==> src/hw/rtl/i2cm_pkg.sv <==
// Shared types and constants of the I2C register-access master.
package i2cm_pkg;

  localparam int unsigned CFG_IDX_W = 1;

  localparam logic [CFG_IDX_W-1:0] CFG_ACK_TIMEOUT = 1'd0;
  localparam logic [CFG_IDX_W-1:0] CFG_HALF_PERIOD = 1'd1;

  localparam logic [7:0] ACK_TIMEOUT_RST = 8'd250;
  localparam logic [7:0] HALF_PERIOD_RST = 8'd1;
  localparam logic [3:0] BYTE_BITS       = 4'd8;

  typedef enum logic [1:0] {
    OP_TICK,
    OP_PUSH,
    OP_BEGIN_WR,
    OP_BEGIN_RD
  } op_t;

  typedef enum logic [1:0] {
    ST_OK,
    ST_ADDR_NACK,
    ST_DATA_NACK,
    ST_REJECT
  } status_t;

  typedef enum logic [3:0] {
    PH_IDLE,
    PH_S1,
    PH_S2,
    PH_S3,
    PH_R0,
    PH_R1,
    PH_R2,
    PH_R3,
    PH_TX,
    PH_RXL,
    PH_RXH,
    PH_MAL,
    PH_MAH,
    PH_SP0,
    PH_SP1,
    PH_SP2
  } phase_t;

  typedef enum logic [1:0] {
    K_ADDRW,
    K_REG,
    K_ADDRR,
    K_DATA
  } kind_t;

  typedef enum logic [1:0] {
    SUB_DLOW,
    SUB_DHIGH,
    SUB_ALOW,
    SUB_AHIGH
  } sub_t;

  typedef struct packed {
    op_t        op;
    logic [7:0] dev_addr;
    logic [7:0] reg_addr;
    logic [7:0] byte_count;
    logic [7:0] write_byte;
    logic       sda_in;
  } cmd_t;

  typedef struct packed {
    logic       scl_level;
    logic       sda_level;
    logic       sda_drive;
    logic       busy_res;
    logic [7:0] read_byte;
    logic       read_valid;
    logic       done_res;
    status_t    status;
  } res_t;

endpackage

==> src/hw/rtl/i2cm_queue.sv <==
// Two-entry queue used between the front, the engine and the result ports.
module i2cm_queue #(
  parameter int W = 1
) (
  input  logic         clk,
  input  logic         rst_n,
  input  logic         push,
  input  logic [W-1:0] push_data,
  output logic         full,
  input  logic         pop,
  output logic [W-1:0] pop_data,
  output logic         empty
);

  logic [W-1:0] d0_r, d1_r;
  logic [1:0]   cnt_r;
  logic         push_ok, pop_ok;

  assign full     = (cnt_r == 2'd2);
  assign empty    = (cnt_r == 2'd0);
  assign push_ok  = push & ~full;
  assign pop_ok   = pop & ~empty;
  assign pop_data = d0_r;

  always_ff @(posedge clk) begin
    if (!rst_n) begin
      cnt_r <= 2'd0;
    end else begin
      case ({push_ok, pop_ok})
        2'b10: cnt_r <= cnt_r + 2'd1;
        2'b01: cnt_r <= cnt_r - 2'd1;
        default: cnt_r <= cnt_r;
      endcase
    end
  end

  always_ff @(posedge clk) begin
    case ({push_ok, pop_ok})
      2'b10: begin
        if (cnt_r == 2'd0) begin
          d0_r <= push_data;
        end else begin
          d1_r <= push_data;
        end
      end
      2'b01: d0_r <= d1_r;
      2'b11: begin
        if (cnt_r == 2'd1) begin
          d0_r <= push_data;
        end else begin
          d0_r <= d1_r;
          d1_r <= push_data;
        end
      end
      default: ;
    endcase
  end

endmodule

==> src/hw/rtl/i2cm_front.sv <==
// Front end: decodes input transactions into commands and queues them.
module i2cm_front import i2cm_pkg::*; (
  input  logic       clk,
  input  logic       rst_n,
  input  logic       in_push,
  output logic       in_full,
  input  logic [1:0] in_action,
  input  logic [7:0] in_dev_addr,
  input  logic [7:0] in_reg_addr,
  input  logic [7:0] in_byte_count,
  input  logic [7:0] in_write_byte,
  input  logic       in_sda_in,
  output logic       cmd_valid,
  output cmd_t       cmd,
  input  logic       cmd_take
);

  cmd_t cmd_in;
  logic cmd_empty;

  always_comb begin
    cmd_in            = '0;
    cmd_in.dev_addr   = in_dev_addr;
    cmd_in.reg_addr   = in_reg_addr;
    cmd_in.byte_count = in_byte_count;
    cmd_in.write_byte = in_write_byte;
    cmd_in.sda_in     = in_sda_in;
    unique case (in_action)
      2'd0:    cmd_in.op = OP_TICK;
      2'd1:    cmd_in.op = OP_PUSH;
      2'd2:    cmd_in.op = OP_BEGIN_WR;
      default: cmd_in.op = OP_BEGIN_RD;
    endcase
  end

  i2cm_queue #(.W($bits(cmd_t))) u_cmdq (
    .clk       (clk),
    .rst_n     (rst_n),
    .push      (in_push),
    .push_data (cmd_in),
    .full      (in_full),
    .pop       (cmd_take),
    .pop_data  (cmd),
    .empty     (cmd_empty)
  );

  assign cmd_valid = ~cmd_empty;

endmodule

==> src/hw/rtl/i2cm_engine.sv <==
// Back end: line-phase sequencer, write data FIFO and configuration registers.
module i2cm_engine import i2cm_pkg::*; #(
  parameter int FIFO_DEPTH = 16
) (
  input  logic                 clk,
  input  logic                 rst_n,
  input  logic                 cfg_we,
  input  logic [CFG_IDX_W-1:0] cfg_index,
  input  logic [7:0]           cfg_wdata,
  input  logic                 cmd_valid,
  input  cmd_t                 cmd,
  output logic                 cmd_take,
  input  logic                 res_full,
  output logic                 res_push,
  output res_t                 res
);

  localparam int AW = (FIFO_DEPTH > 1) ? $clog2(FIFO_DEPTH) : 1;
  localparam int FW = $clog2(FIFO_DEPTH + 1);
  localparam int CW = (FW > 8) ? FW : 8;

  logic [7:0] ack_to_r, half_r;

  phase_t     phase_r, phase_nxt;
  kind_t      kind_r, kind_nxt;
  sub_t       sub_r, sub_nxt;
  logic [3:0] bit_r, bit_nxt;
  logic [7:0] shift_r, shift_nxt;
  logic [7:0] left_r, left_nxt;
  logic [7:0] wait_r, wait_nxt;
  logic [7:0] tick_r, tick_nxt;
  status_t    fail_r, fail_nxt;
  logic [7:0] addr_r, addr_nxt;
  logic [7:0] reg_r, reg_nxt;
  logic       is_read_r, is_read_nxt;

  logic [AW-1:0] head_r, head_nxt, tail_r, tail_nxt;
  logic [FW-1:0] fill_r, fill_nxt;
  logic [7:0]    head_data_r;
  logic [7:0]    fifo_mem [FIFO_DEPTH];

  logic          fire, push_en, pop_en, drain_en;
  logic          ev_reject, ev_rx, ev_done;
  logic [7:0]    hp, tick_inc, ack_tick, left_dec, rx_shift;
  logic [3:0]    bit_inc;
  logic          ack_phase, ack_ripe, ack_expired;
  logic [CW-1:0] left_cw, fill_cw, drain_cw;
  logic [FW-1:0] drain_n;
  logic [FW:0]   skip_sum;
  logic [AW-1:0] head_inc, tail_inc, head_skip;

  assign fire     = cmd_valid & ~res_full;
  assign cmd_take = fire;
  assign res_push = fire;

  assign hp          = (half_r == 8'd0) ? 8'd1 : half_r;
  assign tick_inc    = tick_r + 8'd1;
  assign bit_inc     = bit_r + 4'd1;
  assign left_dec    = left_r - 8'd1;
  assign rx_shift    = {shift_r[6:0], cmd.sda_in};
  assign ack_phase   = (phase_r == PH_TX) && (sub_r == SUB_AHIGH);
  assign ack_tick    = (tick_r < hp) ? tick_inc : tick_r;
  assign ack_ripe    = (ack_tick >= hp);
  assign ack_expired = (wait_r >= ack_to_r);

  assign left_cw   = CW'(left_r);
  assign fill_cw   = CW'(fill_r);
  assign drain_cw  = (left_cw < fill_cw) ? left_cw : fill_cw;
  assign drain_n   = drain_cw[FW-1:0];
  assign skip_sum  = (FW+1)'(head_r) + (FW+1)'(drain_n);
  assign head_skip = (skip_sum >= (FW+1)'(FIFO_DEPTH)) ?
                     AW'(skip_sum - (FW+1)'(FIFO_DEPTH)) : AW'(skip_sum);
  assign head_inc  = (head_r == AW'(FIFO_DEPTH - 1)) ? '0 : head_r + 1'b1;
  assign tail_inc  = (tail_r == AW'(FIFO_DEPTH - 1)) ? '0 : tail_r + 1'b1;

  always_comb begin
    phase_nxt   = phase_r;
    kind_nxt    = kind_r;
    sub_nxt     = sub_r;
    bit_nxt     = bit_r;
    shift_nxt   = shift_r;
    left_nxt    = left_r;
    wait_nxt    = wait_r;
    tick_nxt    = tick_r;
    fail_nxt    = fail_r;
    addr_nxt    = addr_r;
    reg_nxt     = reg_r;
    is_read_nxt = is_read_r;
    push_en     = 1'b0;
    pop_en      = 1'b0;
    drain_en    = 1'b0;
    ev_reject   = 1'b0;
    ev_rx       = 1'b0;
    ev_done     = 1'b0;
    if (fire) begin
      unique case (cmd.op)
        OP_PUSH: begin
          if (fill_r < FW'(FIFO_DEPTH)) begin
            push_en = 1'b1;
          end else begin
            ev_reject = 1'b1;
          end
        end
        OP_BEGIN_WR, OP_BEGIN_RD: begin
          if (phase_r != PH_IDLE ||
              (cmd.op == OP_BEGIN_WR && CW'(cmd.byte_count) > fill_cw)) begin
            ev_reject = 1'b1;
          end else begin
            addr_nxt    = cmd.dev_addr;
            reg_nxt     = cmd.reg_addr;
            left_nxt    = cmd.byte_count;
            is_read_nxt = (cmd.op == OP_BEGIN_RD);
            fail_nxt    = ST_OK;
            wait_nxt    = 8'd0;
            phase_nxt   = PH_S1;
            tick_nxt    = 8'd0;
          end
        end
        default: begin
          if (ack_phase) begin
            tick_nxt = ack_tick;
            if (ack_ripe) begin
              if (cmd.sda_in && !ack_expired) begin
                wait_nxt = wait_r + 8'd1;
              end else begin
                tick_nxt = 8'd0;
                unique case (kind_r)
                  K_ADDRW: begin
                    if (!cmd.sda_in) begin
                      shift_nxt = reg_r;
                      bit_nxt   = 4'd0;
                      kind_nxt  = K_REG;
                      sub_nxt   = SUB_DLOW;
                    end else begin
                      fail_nxt  = ST_ADDR_NACK;
                      drain_en  = 1'b1;
                      left_nxt  = 8'd0;
                      phase_nxt = PH_SP0;
                    end
                  end
                  K_REG, K_DATA: begin
                    if (kind_r == K_REG && is_read_r) begin
                      phase_nxt = PH_R0;
                    end else if (kind_r == K_DATA && cmd.sda_in) begin
                      fail_nxt  = ST_DATA_NACK;
                      drain_en  = 1'b1;
                      left_nxt  = 8'd0;
                      phase_nxt = PH_SP0;
                    end else if (left_r != 8'd0) begin
                      left_nxt  = left_dec;
                      pop_en    = 1'b1;
                      shift_nxt = head_data_r;
                      bit_nxt   = 4'd0;
                      kind_nxt  = K_DATA;
                      sub_nxt   = SUB_DLOW;
                    end else begin
                      phase_nxt = PH_SP0;
                    end
                  end
                  default: begin
                    if (left_r != 8'd0) begin
                      bit_nxt   = 4'd0;
                      shift_nxt = 8'd0;
                      phase_nxt = PH_RXL;
                    end else begin
                      phase_nxt = PH_SP0;
                    end
                  end
                endcase
              end
            end
          end else if (phase_r != PH_IDLE) begin
            if (tick_inc < hp) begin
              tick_nxt = tick_inc;
            end else begin
              tick_nxt = 8'd0;
              unique case (phase_r)
                PH_S1: phase_nxt = PH_S2;
                PH_S2: phase_nxt = PH_S3;
                PH_S3: begin
                  shift_nxt = {addr_r[7:1], 1'b0};
                  bit_nxt   = 4'd0;
                  kind_nxt  = K_ADDRW;
                  sub_nxt   = SUB_DLOW;
                  phase_nxt = PH_TX;
                end
                PH_R0: phase_nxt = PH_R1;
                PH_R1: phase_nxt = PH_R2;
                PH_R2: phase_nxt = PH_R3;
                PH_R3: begin
                  shift_nxt = {addr_r[7:1], 1'b1};
                  bit_nxt   = 4'd0;
                  kind_nxt  = K_ADDRR;
                  sub_nxt   = SUB_DLOW;
                  phase_nxt = PH_TX;
                end
                PH_RXL: phase_nxt = PH_RXH;
                PH_RXH: begin
                  shift_nxt = rx_shift;
                  bit_nxt   = bit_inc;
                  if (bit_inc >= BYTE_BITS) begin
                    ev_rx     = 1'b1;
                    phase_nxt = PH_MAL;
                  end else begin
                    phase_nxt = PH_RXL;
                  end
                end
                PH_MAL: phase_nxt = PH_MAH;
                PH_MAH: begin
                  if (left_r != 8'd0) begin
                    left_nxt = left_dec;
                  end
                  if (left_r > 8'd1) begin
                    bit_nxt   = 4'd0;
                    shift_nxt = 8'd0;
                    phase_nxt = PH_RXL;
                  end else begin
                    phase_nxt = PH_SP0;
                  end
                end
                PH_SP0: phase_nxt = PH_SP1;
                PH_SP1: phase_nxt = PH_SP2;
                PH_SP2: begin
                  phase_nxt = PH_IDLE;
                  ev_done   = 1'b1;
                  fail_nxt  = ST_OK;
                end
                PH_TX: begin
                  unique case (sub_r)
                    SUB_DLOW: sub_nxt = SUB_DHIGH;
                    SUB_DHIGH: begin
                      shift_nxt = {shift_r[6:0], 1'b0};
                      bit_nxt   = bit_inc;
                      sub_nxt   = (bit_inc >= BYTE_BITS) ? SUB_ALOW : SUB_DLOW;
                    end
                    default: begin
                      wait_nxt = 8'd0;
                      sub_nxt  = SUB_AHIGH;
                    end
                  endcase
                end
                default: phase_nxt = PH_IDLE;
              endcase
            end
          end
        end
      endcase
    end
  end

  always_comb begin
    res            = '0;
    res.scl_level  = 1'b1;
    res.sda_level  = 1'b1;
    res.sda_drive  = 1'b1;
    unique case (phase_nxt)
      PH_S2, PH_R2, PH_SP1: res.sda_level = 1'b0;
      PH_S3, PH_R3, PH_SP0: begin
        res.scl_level = 1'b0;
        res.sda_level = 1'b0;
      end
      PH_R0: res.scl_level = 1'b0;
      PH_RXL: begin
        res.scl_level = 1'b0;
        res.sda_drive = 1'b0;
      end
      PH_RXH: res.sda_drive = 1'b0;
      PH_MAL: begin
        res.scl_level = 1'b0;
        res.sda_level = (left_nxt == 8'd1);
      end
      PH_MAH: res.sda_level = (left_nxt == 8'd1);
      PH_TX: begin
        res.scl_level = sub_nxt[0];
        if (sub_nxt == SUB_DLOW || sub_nxt == SUB_DHIGH) begin
          res.sda_level = shift_nxt[7];
        end else begin
          res.sda_drive = 1'b0;
        end
      end
      default: ;
    endcase
    res.busy_res   = (phase_nxt != PH_IDLE);
    res.read_valid = ev_rx;
    res.read_byte  = ev_rx ? rx_shift : 8'd0;
    res.done_res   = ev_done;
    if (ev_reject) begin
      res.status = ST_REJECT;
    end else if (ev_done) begin
      res.status = fail_r;
    end
  end

  always_comb begin
    head_nxt = head_r;
    tail_nxt = tail_r;
    fill_nxt = fill_r;
    if (push_en) begin
      tail_nxt = tail_inc;
      fill_nxt = fill_r + 1'b1;
    end else if (pop_en) begin
      head_nxt = head_inc;
      fill_nxt = fill_r - 1'b1;
    end else if (drain_en) begin
      head_nxt = head_skip;
      fill_nxt = fill_r - drain_n;
    end
  end

  always_ff @(posedge clk) begin
    if (!rst_n) begin
      ack_to_r <= ACK_TIMEOUT_RST;
      half_r   <= HALF_PERIOD_RST;
    end else if (cfg_we) begin
      case (cfg_index)
        CFG_ACK_TIMEOUT: ack_to_r <= cfg_wdata;
        CFG_HALF_PERIOD: half_r   <= cfg_wdata;
        default: ;
      endcase
    end
  end

  always_ff @(posedge clk) begin
    if (!rst_n) begin
      phase_r   <= PH_IDLE;
      kind_r    <= K_ADDRW;
      sub_r     <= SUB_DLOW;
      bit_r     <= 4'd0;
      shift_r   <= 8'd0;
      left_r    <= 8'd0;
      wait_r    <= 8'd0;
      tick_r    <= 8'd0;
      fail_r    <= ST_OK;
      addr_r    <= 8'd0;
      reg_r     <= 8'd0;
      is_read_r <= 1'b0;
      head_r    <= '0;
      tail_r    <= '0;
      fill_r    <= '0;
    end else begin
      phase_r   <= phase_nxt;
      kind_r    <= kind_nxt;
      sub_r     <= sub_nxt;
      bit_r     <= bit_nxt;
      shift_r   <= shift_nxt;
      left_r    <= left_nxt;
      wait_r    <= wait_nxt;
      tick_r    <= tick_nxt;
      fail_r    <= fail_nxt;
      addr_r    <= addr_nxt;
      reg_r     <= reg_nxt;
      is_read_r <= is_read_nxt;
      head_r    <= head_nxt;
      tail_r    <= tail_nxt;
      fill_r    <= fill_nxt;
    end
  end

  always_ff @(posedge clk) begin
    if (push_en) begin
      fifo_mem[tail_r] <= cmd.write_byte;
    end
    head_data_r <= (push_en && tail_r == head_nxt) ? cmd.write_byte : fifo_mem[head_nxt];
  end

  a_fill_bound: assert property (@(posedge clk) disable iff (!rst_n)
    fill_r <= FW'(FIFO_DEPTH))
    else $error("write FIFO fill above depth");

  a_write_backed: assert property (@(posedge clk) disable iff (!rst_n)
    (phase_r != PH_IDLE && !is_read_r) |-> left_cw <= fill_cw)
    else $error("write transfer has fewer queued bytes than remaining");

  a_pop_nonempty: assert property (@(posedge clk) disable iff (!rst_n)
    pop_en |-> fill_r != '0)
    else $error("pop from empty write FIFO");

  a_rx_source: assert property (@(posedge clk) disable iff (!rst_n)
    (fire && res.read_valid) |=> phase_r == PH_MAL)
    else $error("received byte reported outside the read phase");

  a_done_idle: assert property (@(posedge clk) disable iff (!rst_n)
    (fire && res.done_res) |=> phase_r == PH_IDLE && fail_r == ST_OK)
    else $error("transfer done without returning to idle");

endmodule

==> src/hw/rtl/i2c_master_register_access.sv <==
// Top level of the I2C register-access master: front, engine and result queue.
//
//  channel   ports                       transfer when
//  input     in_push / in_full / in_*    in_push && !in_full
//  result    out_pop / out_empty / out_* out_pop && !out_empty
//  config    cfg_we / cfg_index / cfg_*  cfg_we
//
// One transaction per cycle each way while results drain; each input gives one result.
// A command passes the command queue register, then the engine step into the result queue.
// The engine runs one command per cycle from the two-entry queue while res_full is low.
// A stalled result queue holds the engine; up to two commands then wait before in_full.
// rst_n is synchronous; after reset the block accepts immediately, no clearing pass.
module i2c_master_register_access import i2cm_pkg::*; #(
  parameter int FIFO_DEPTH = 16
) (
  input  logic                 clk,
  input  logic                 rst_n,
  input  logic                 cfg_we,
  input  logic [CFG_IDX_W-1:0] cfg_index,
  input  logic [7:0]           cfg_wdata,
  input  logic                 in_push,
  output logic                 in_full,
  input  logic [1:0]           in_action,
  input  logic [7:0]           in_dev_addr,
  input  logic [7:0]           in_reg_addr,
  input  logic [7:0]           in_byte_count,
  input  logic [7:0]           in_write_byte,
  input  logic                 in_sda_in,
  output logic                 out_empty,
  input  logic                 out_pop,
  output logic                 out_scl_level,
  output logic                 out_sda_level,
  output logic                 out_sda_drive,
  output logic                 out_busy_res,
  output logic [7:0]           out_read_byte,
  output logic                 out_read_valid,
  output logic                 out_done_res,
  output logic [1:0]           out_status
);

  logic cmd_valid, cmd_take, res_full, res_push;
  cmd_t cmd;
  res_t res, res_head;

  i2cm_front u_front (
    .clk           (clk),
    .rst_n         (rst_n),
    .in_push       (in_push),
    .in_full       (in_full),
    .in_action     (in_action),
    .in_dev_addr   (in_dev_addr),
    .in_reg_addr   (in_reg_addr),
    .in_byte_count (in_byte_count),
    .in_write_byte (in_write_byte),
    .in_sda_in     (in_sda_in),
    .cmd_valid     (cmd_valid),
    .cmd           (cmd),
    .cmd_take      (cmd_take)
  );

  i2cm_engine #(.FIFO_DEPTH(FIFO_DEPTH)) u_engine (
    .clk       (clk),
    .rst_n     (rst_n),
    .cfg_we    (cfg_we),
    .cfg_index (cfg_index),
    .cfg_wdata (cfg_wdata),
    .cmd_valid (cmd_valid),
    .cmd       (cmd),
    .cmd_take  (cmd_take),
    .res_full  (res_full),
    .res_push  (res_push),
    .res       (res)
  );

  i2cm_queue #(.W($bits(res_t))) u_resq (
    .clk       (clk),
    .rst_n     (rst_n),
    .push      (res_push),
    .push_data (res),
    .full      (res_full),
    .pop       (out_pop),
    .pop_data  (res_head),
    .empty     (out_empty)
  );

  assign out_scl_level  = res_head.scl_level;
  assign out_sda_level  = res_head.sda_level;
  assign out_sda_drive  = res_head.sda_drive;
  assign out_busy_res   = res_head.busy_res;
  assign out_read_byte  = res_head.read_byte;
  assign out_read_valid = res_head.read_valid;
  assign out_done_res   = res_head.done_res;
  assign out_status     = res_head.status;

endmodule

==> config.mk <==
export PLATFORM = sky130hd
export DESIGN_NAME = i2c_master_register_access
export DESIGN_NICKNAME = d
export VERILOG_FILES = /design/src/hw/rtl/i2cm_pkg.sv /design/src/hw/rtl/i2cm_queue.sv /design/src/hw/rtl/i2cm_front.sv /design/src/hw/rtl/i2cm_engine.sv /design/src/hw/rtl/i2c_master_register_access.sv
export SDC_FILE = /design/constraint.sdc
export NUM_CORES = 1
export LEC_CHECK = 0
export ABC_CLOCK_PERIOD_IN_PS = 15200
export BUFFER_PORTS_ARGS = -buffer_cell sky130_fd_sc_hd__buf_2
export CORE_MARGIN = 8
export CORE_UTILIZATION = 55
export DETAILED_ROUTE_END_ITERATION = 8
export PLACE_DENSITY = 0.72
export SLEW_MARGIN = 15
export SYNTH_ARGS = -nofsm -noshare
export SYNTH_HDL_FRONTEND = slang
export SYNTH_SLANG_ARGS = --single-unit
==> constraint.sdc <==
create_clock -name clk -period 15.2 [get_ports clk]
set_input_delay 2.28 -clock clk [delete_from_list [all_inputs] [get_ports clk]]
set_output_delay 2.28 -clock clk [all_outputs]
set_load 0.02 [all_outputs]
==> impl.org <==
** Power and ir drop
- Across the VDD grid, the largest voltage drop is 0.135 mV.
- Summing internal, switching and leakage power gives around 0.003 W.
- For this design the static power due to leakage is 6.44 nW.
- Pwr dens :: 169 mW/mm^2

** Hold path
- The min-delay analysis places its worst path in the category reg -> reg.

** Final layout
- The net count of the finished layout is approximately 1500.
- Fillers :: between 2000 and 2500
- Fraction of layout instances using a drive strength above 1 :: between 10% and 20%
- Sequential Area :: around 0.0088 mm^2
- Synth-to-Final Area Change :: 11.1%
- Area of the multi-input gates :: about 0.0067 mm^2
- Post-Layout Inst Area :: approximately 0.018 mm^2
- Fin util :: 61.9%

** Placement
- After legalization and detailed placement, the total HPWL measured roughly 26 mm.
- In this run the tool buffered the top-level ports with 65 buffer cells.
- Routability-driven placement finished with a final weighted congestion of between 0.9 and 1.
- In this run the cell area measured after placement is between 0.015 and 0.02 mm^2.

** Floorplan
- The initial utilization of the core area, before any placement, comes to a little under three fifths.
- Floorplan die area :: ~0.035 mm^2
- Measured along the y axis, the die boundary spans roughly 190 um.
- Die Span X :: between 150 and 200 um
- Site row count :: between 60 and 70
- During I/O placement, the number of pins put on the boundary was 67.
- The core region is ~0.029 mm^2.

** Yosys
- After synthesis the cells add up to between 0.015 and 0.02 mm^2.
- Summing the sequential cell areas from Yosys gives 55.4% of the chip area.
- Counting flops and latches in the post-synthesis netlist gives 327.
- The average instance in the mapped netlist occupies ~12 um^2.
- Count of synthesis-stage warnings from yosys :: 0
- Yosys mapped a number of flops with a built-in enable equal to 228.
- Synthesis instantiated 83 different standard cells from the library.
- Asr flop ratio synth :: 0%
- Cell count after synthesis :: approximately 1400
- Synthesis produced a netlist with a net count of 1477.
- Main synth FF type :: sky130_fd_sc_hd__edfxtp_1

** Timing
- Setup TNS :: 0 ps
- Pins over their slew limit :: 0
- Setup repair after global routing left no endpoint under its margin.
- Slew of the pin with the lowest slew margin :: approximately 1100 ps
- The count of final hold-check violations came to 0.
- Across the routed clock network, the largest skew measured is around 32 ps.
- Maximum frequency from static timing analysis :: around 0.16 GHz
- The worst path needs about 6300 ps of the cycle, external delays included.
- In the finished design, the share of the clock period the worst path needs comes to 41.4%.
- Final setup violation count :: 0
- Measured against its own limit, the worst slew margin works out to a little under a quarter.

** Worst setup path
- The critical path in this run is classified as reg -> reg.
- In this run the worst path has a maximum fanout of 9.
- Data on the critical path arrives at its endpoint at just under 7000 ps.
- STA classifies the critical path endpoint as a flip-flop.
- Critical path data required time :: 15660 ps
- Worst setup SP type :: flip-flop

** Global route
- Gr usage total :: between 20% and 30%
- Entering global routing, the biggest net connects 59 pins.
- Antenna violations before repair :: 2
- The number of global-route vias before repair was 10900.
- The first global-routing pass estimated 59.6 mm of wire.
- Gr ovfl total :: 0

** CTS
- The number of gates resized after CTS was 0.
- Count of clock tree sinks :: around 330
- Post-CTS repair timing setup buffer count :: 0
- For this design, the CTS-stage hold fixing added 0 buffers.
- CTS root buf :: sky130_fd_sc_hd__clkbuf_16
- TritonCTS built the clock tree.
- Buffers inserted during clock tree synthesis total 35.
- Clock-pin slew was measured on the worst setup and hold paths at 60 ps.
- H-tree depth :: 2
- At the later pin of the worst-skew pair, clock insertion delay measures between 500 and 600 ps.
- Maximum buffer depth of the clock tree :: 3

** Outcome
- The run finished with clean final reports.

** Detailed routing
- In the routed design, unresolved DRC markers number 0.
- Final wirelength :: ~38 mm
- Via count normalized by instance count :: just over 6
- Remaining number of nets flagged by the antenna check after routing :: 0
- In the final routed layout, each cell accounts on average for approximately 21 um.
- Number of vias in the routed layout :: around 11000
- DRC violation total after the first TritonRoute iteration :: 1194
- The first detailed-routing pass took 5 iterations.

** Job
- The tool flagged a number of max-cap violations equal to 0.
per-stage QoR:
| step | hold slack [ps] | instances | setup slack (ps) |
|---|---|---|---|
| detailed placement | 451 | 1748 | 8940 |
| finish | 459 | 1811 | 8900 |
| global route | 489 | 1811 | 8360 |
| global placement | 443 | 1748 | 8990 |
| floorplan | 436 | 1357 | 9940 |
| CTS | 460 | 1809 | 8960 |
critical path: stages (launching register included):
cell	delay, ps
sky130_fd_sc_hd__dfxtp_1	320
sky130_fd_sc_hd__nor4_1	420
sky130_fd_sc_hd__a41o_1	250
sky130_fd_sc_hd__a21boi_0	80
sky130_fd_sc_hd__o21a_1	170
sky130_fd_sc_hd__o21ai_0	180
sky130_fd_sc_hd__a211oi_1	130
sky130_fd_sc_hd__nor2_1	550
sky130_fd_sc_hd__mux2_2	410
sky130_fd_sc_hd__ha_1	270
sky130_fd_sc_hd__nand2_1	40
sky130_fd_sc_hd__o21ai_0	380
sky130_fd_sc_hd__a21oi_1	300
sky130_fd_sc_hd__nor2_1	440
sky130_fd_sc_hd__nand3_1	380
sky130_fd_sc_hd__nand2_1	200
sky130_fd_sc_hd__ha_1	240
sky130_fd_sc_hd__and2_1	180
sky130_fd_sc_hd__fa_1	470
sky130_fd_sc_hd__a21o_1	170
sky130_fd_sc_hd__a21o_1	180
sky130_fd_sc_hd__nand2b_1	140
sky130_fd_sc_hd__mux2i_1	170
sky130_fd_sc_hd__mux2i_1	180
layout make-up:
type                       count  area share, %
sequential                   327           49.9
multi-input combinational    905           37.6
clock buffer                  43           5.23
tap                          384           2.71
timing repair buffer          79           2.43
inverter                      53           1.12
clock inverter                18           1.01
antenna                        2         0.0283
state kept, by name, summed over array words and instances (netlist names), 16 cells and up, named ones only:
signal                   cells
u_front.u_cmdq.d1_r         34
u_engine.fifo_mem          128
u_front.u_cmdq.pop_data     34
u_resq.d1_r                 16
u_resq.pop_data             16
path summary, 6_finish.rpt:
path | startpoint | endpoint | slack (ps) | cells after the start
worst max-delay path | u_engine.half_r[3] | u_engine.fill_r[4] | 8900 | 23
worst min-delay path | u_engine.reg_r[3] | u_engine.reg_r[3] | 460 | 2
worst max register to register | u_engine.half_r[3] | u_engine.fill_r[4] | 8900 | 23
worst min register to register | u_engine.reg_r[3] | u_engine.reg_r[3] | 460 | 2
Yosys cell counts (6+ instances only):
| cell type | n | area, um^2 |
|---|---|---|
| sky130_fd_sc_hd__ha_1 | 69 | 863 |
| sky130_fd_sc_hd__nand2_1 | 126 | 473 |
| sky130_fd_sc_hd__and2_1 | 21 | 131 |
| sky130_fd_sc_hd__nand3_1 | 21 | 105 |
| sky130_fd_sc_hd__nand4_1 | 13 | 81.3 |
| sky130_fd_sc_hd__dfxtp_1 | 99 | 1980 |
| sky130_fd_sc_hd__clkbuf_1 | 58 | 218 |
| sky130_fd_sc_hd__inv_1 | 53 | 199 |
| sky130_fd_sc_hd__o221ai_1 | 9 | 78.8 |
| sky130_fd_sc_hd__a221oi_1 | 6 | 52.6 |
| sky130_fd_sc_hd__a21o_1 | 17 | 128 |
| sky130_fd_sc_hd__a31oi_1 | 15 | 93.8 |
| sky130_fd_sc_hd__o211a_1 | 10 | 100 |
| sky130_fd_sc_hd__xor2_1 | 13 | 114 |
| sky130_fd_sc_hd__nor4_1 | 6 | 37.5 |
| sky130_fd_sc_hd__nor3_1 | 36 | 180 |
| sky130_fd_sc_hd__mux4_2 | 37 | 833 |
| sky130_fd_sc_hd__mux2i_1 | 13 | 130 |
| sky130_fd_sc_hd__or3_1 | 10 | 62.6 |
| sky130_fd_sc_hd__and3_1 | 12 | 75.1 |
| sky130_fd_sc_hd__nor2_1 | 105 | 394 |
| sky130_fd_sc_hd__o211ai_1 | 16 | 120 |
| sky130_fd_sc_hd__a22o_1 | 51 | 447 |
| sky130_fd_sc_hd__nand2b_1 | 22 | 138 |
| sky130_fd_sc_hd__nor2b_1 | 14 | 87.6 |
| sky130_fd_sc_hd__o21ai_0 | 37 | 185 |
| sky130_fd_sc_hd__a211oi_1 | 15 | 113 |
| sky130_fd_sc_hd__a21oi_1 | 74 | 370 |
| sky130_fd_sc_hd__a22oi_1 | 17 | 128 |
| sky130_fd_sc_hd__buf_2 | 7 | 35.0 |
| sky130_fd_sc_hd__a311oi_1 | 7 | 61.3 |
| sky130_fd_sc_hd__xnor2_1 | 17 | 149 |
| sky130_fd_sc_hd__edfxtp_1 | 228 | 6850 |
| sky130_fd_sc_hd__o31ai_1 | 6 | 45.0 |
cells in the final DEF (no fill, tap or decap), types with 7 or more instances in the layout:
cell	n
sky130_fd_sc_hd__a211oi_1	15
sky130_fd_sc_hd__buf_2	65
sky130_fd_sc_hd__o221ai_1	9
sky130_fd_sc_hd__xnor2_1	17
sky130_fd_sc_hd__nor2_1	104
sky130_fd_sc_hd__nor3_2	7
sky130_fd_sc_hd__nor2b_1	14
sky130_fd_sc_hd__dfxtp_1	98
sky130_fd_sc_hd__nand2b_1	22
sky130_fd_sc_hd__a22o_1	51
sky130_fd_sc_hd__mux4_2	37
sky130_fd_sc_hd__a22oi_1	17
sky130_fd_sc_hd__a311oi_1	7
sky130_fd_sc_hd__nand4_1	13
sky130_fd_sc_hd__nand2_1	125
sky130_fd_sc_hd__a21o_1	17
sky130_fd_sc_hd__nor3_1	32
sky130_fd_sc_hd__ha_1	69
sky130_fd_sc_hd__edfxtp_1	228
sky130_fd_sc_hd__inv_1	52
sky130_fd_sc_hd__or3_1	10
sky130_fd_sc_hd__buf_4	14
sky130_fd_sc_hd__a31oi_1	15
sky130_fd_sc_hd__o211ai_1	16
sky130_fd_sc_hd__and2_1	21
sky130_fd_sc_hd__nand3_1	21
sky130_fd_sc_hd__and3_1	12
sky130_fd_sc_hd__clkbuf_16	35
sky130_fd_sc_hd__o211a_1	10
sky130_fd_sc_hd__a21oi_1	73
sky130_fd_sc_hd__mux2i_1	13
sky130_fd_sc_hd__xor2_1	13
sky130_fd_sc_hd__o21ai_0	37
power by group:
group	internal, W	total (W)	leakage (nW)	switching [W]
Clock	0.000471	0.000816	0.538	0.000345
Sequential	0.00122	0.00136	2.93	0.000142
Combinational	0.000283	0.000817	2.98	0.000535
Total	0.00197	0.00300	6.44	0.00102
layer usage:
metal,track usage [%],part of all wire (%)
met1,29.4,43
met2,36.7,48
met3,3.46,6.0
met4,6.83,2.1
met5,0,0
cell families after synthesis:
kind of cell | synth area share, %
simple gates | 12.7
compound gates | 15.2
flops | 55.4
buf+inv | 3.06
fa+ha+maj | 5.67
mux | 6.33
xor+xnor | 1.65
Note: power is estimated with default switching activity, not from simulation.
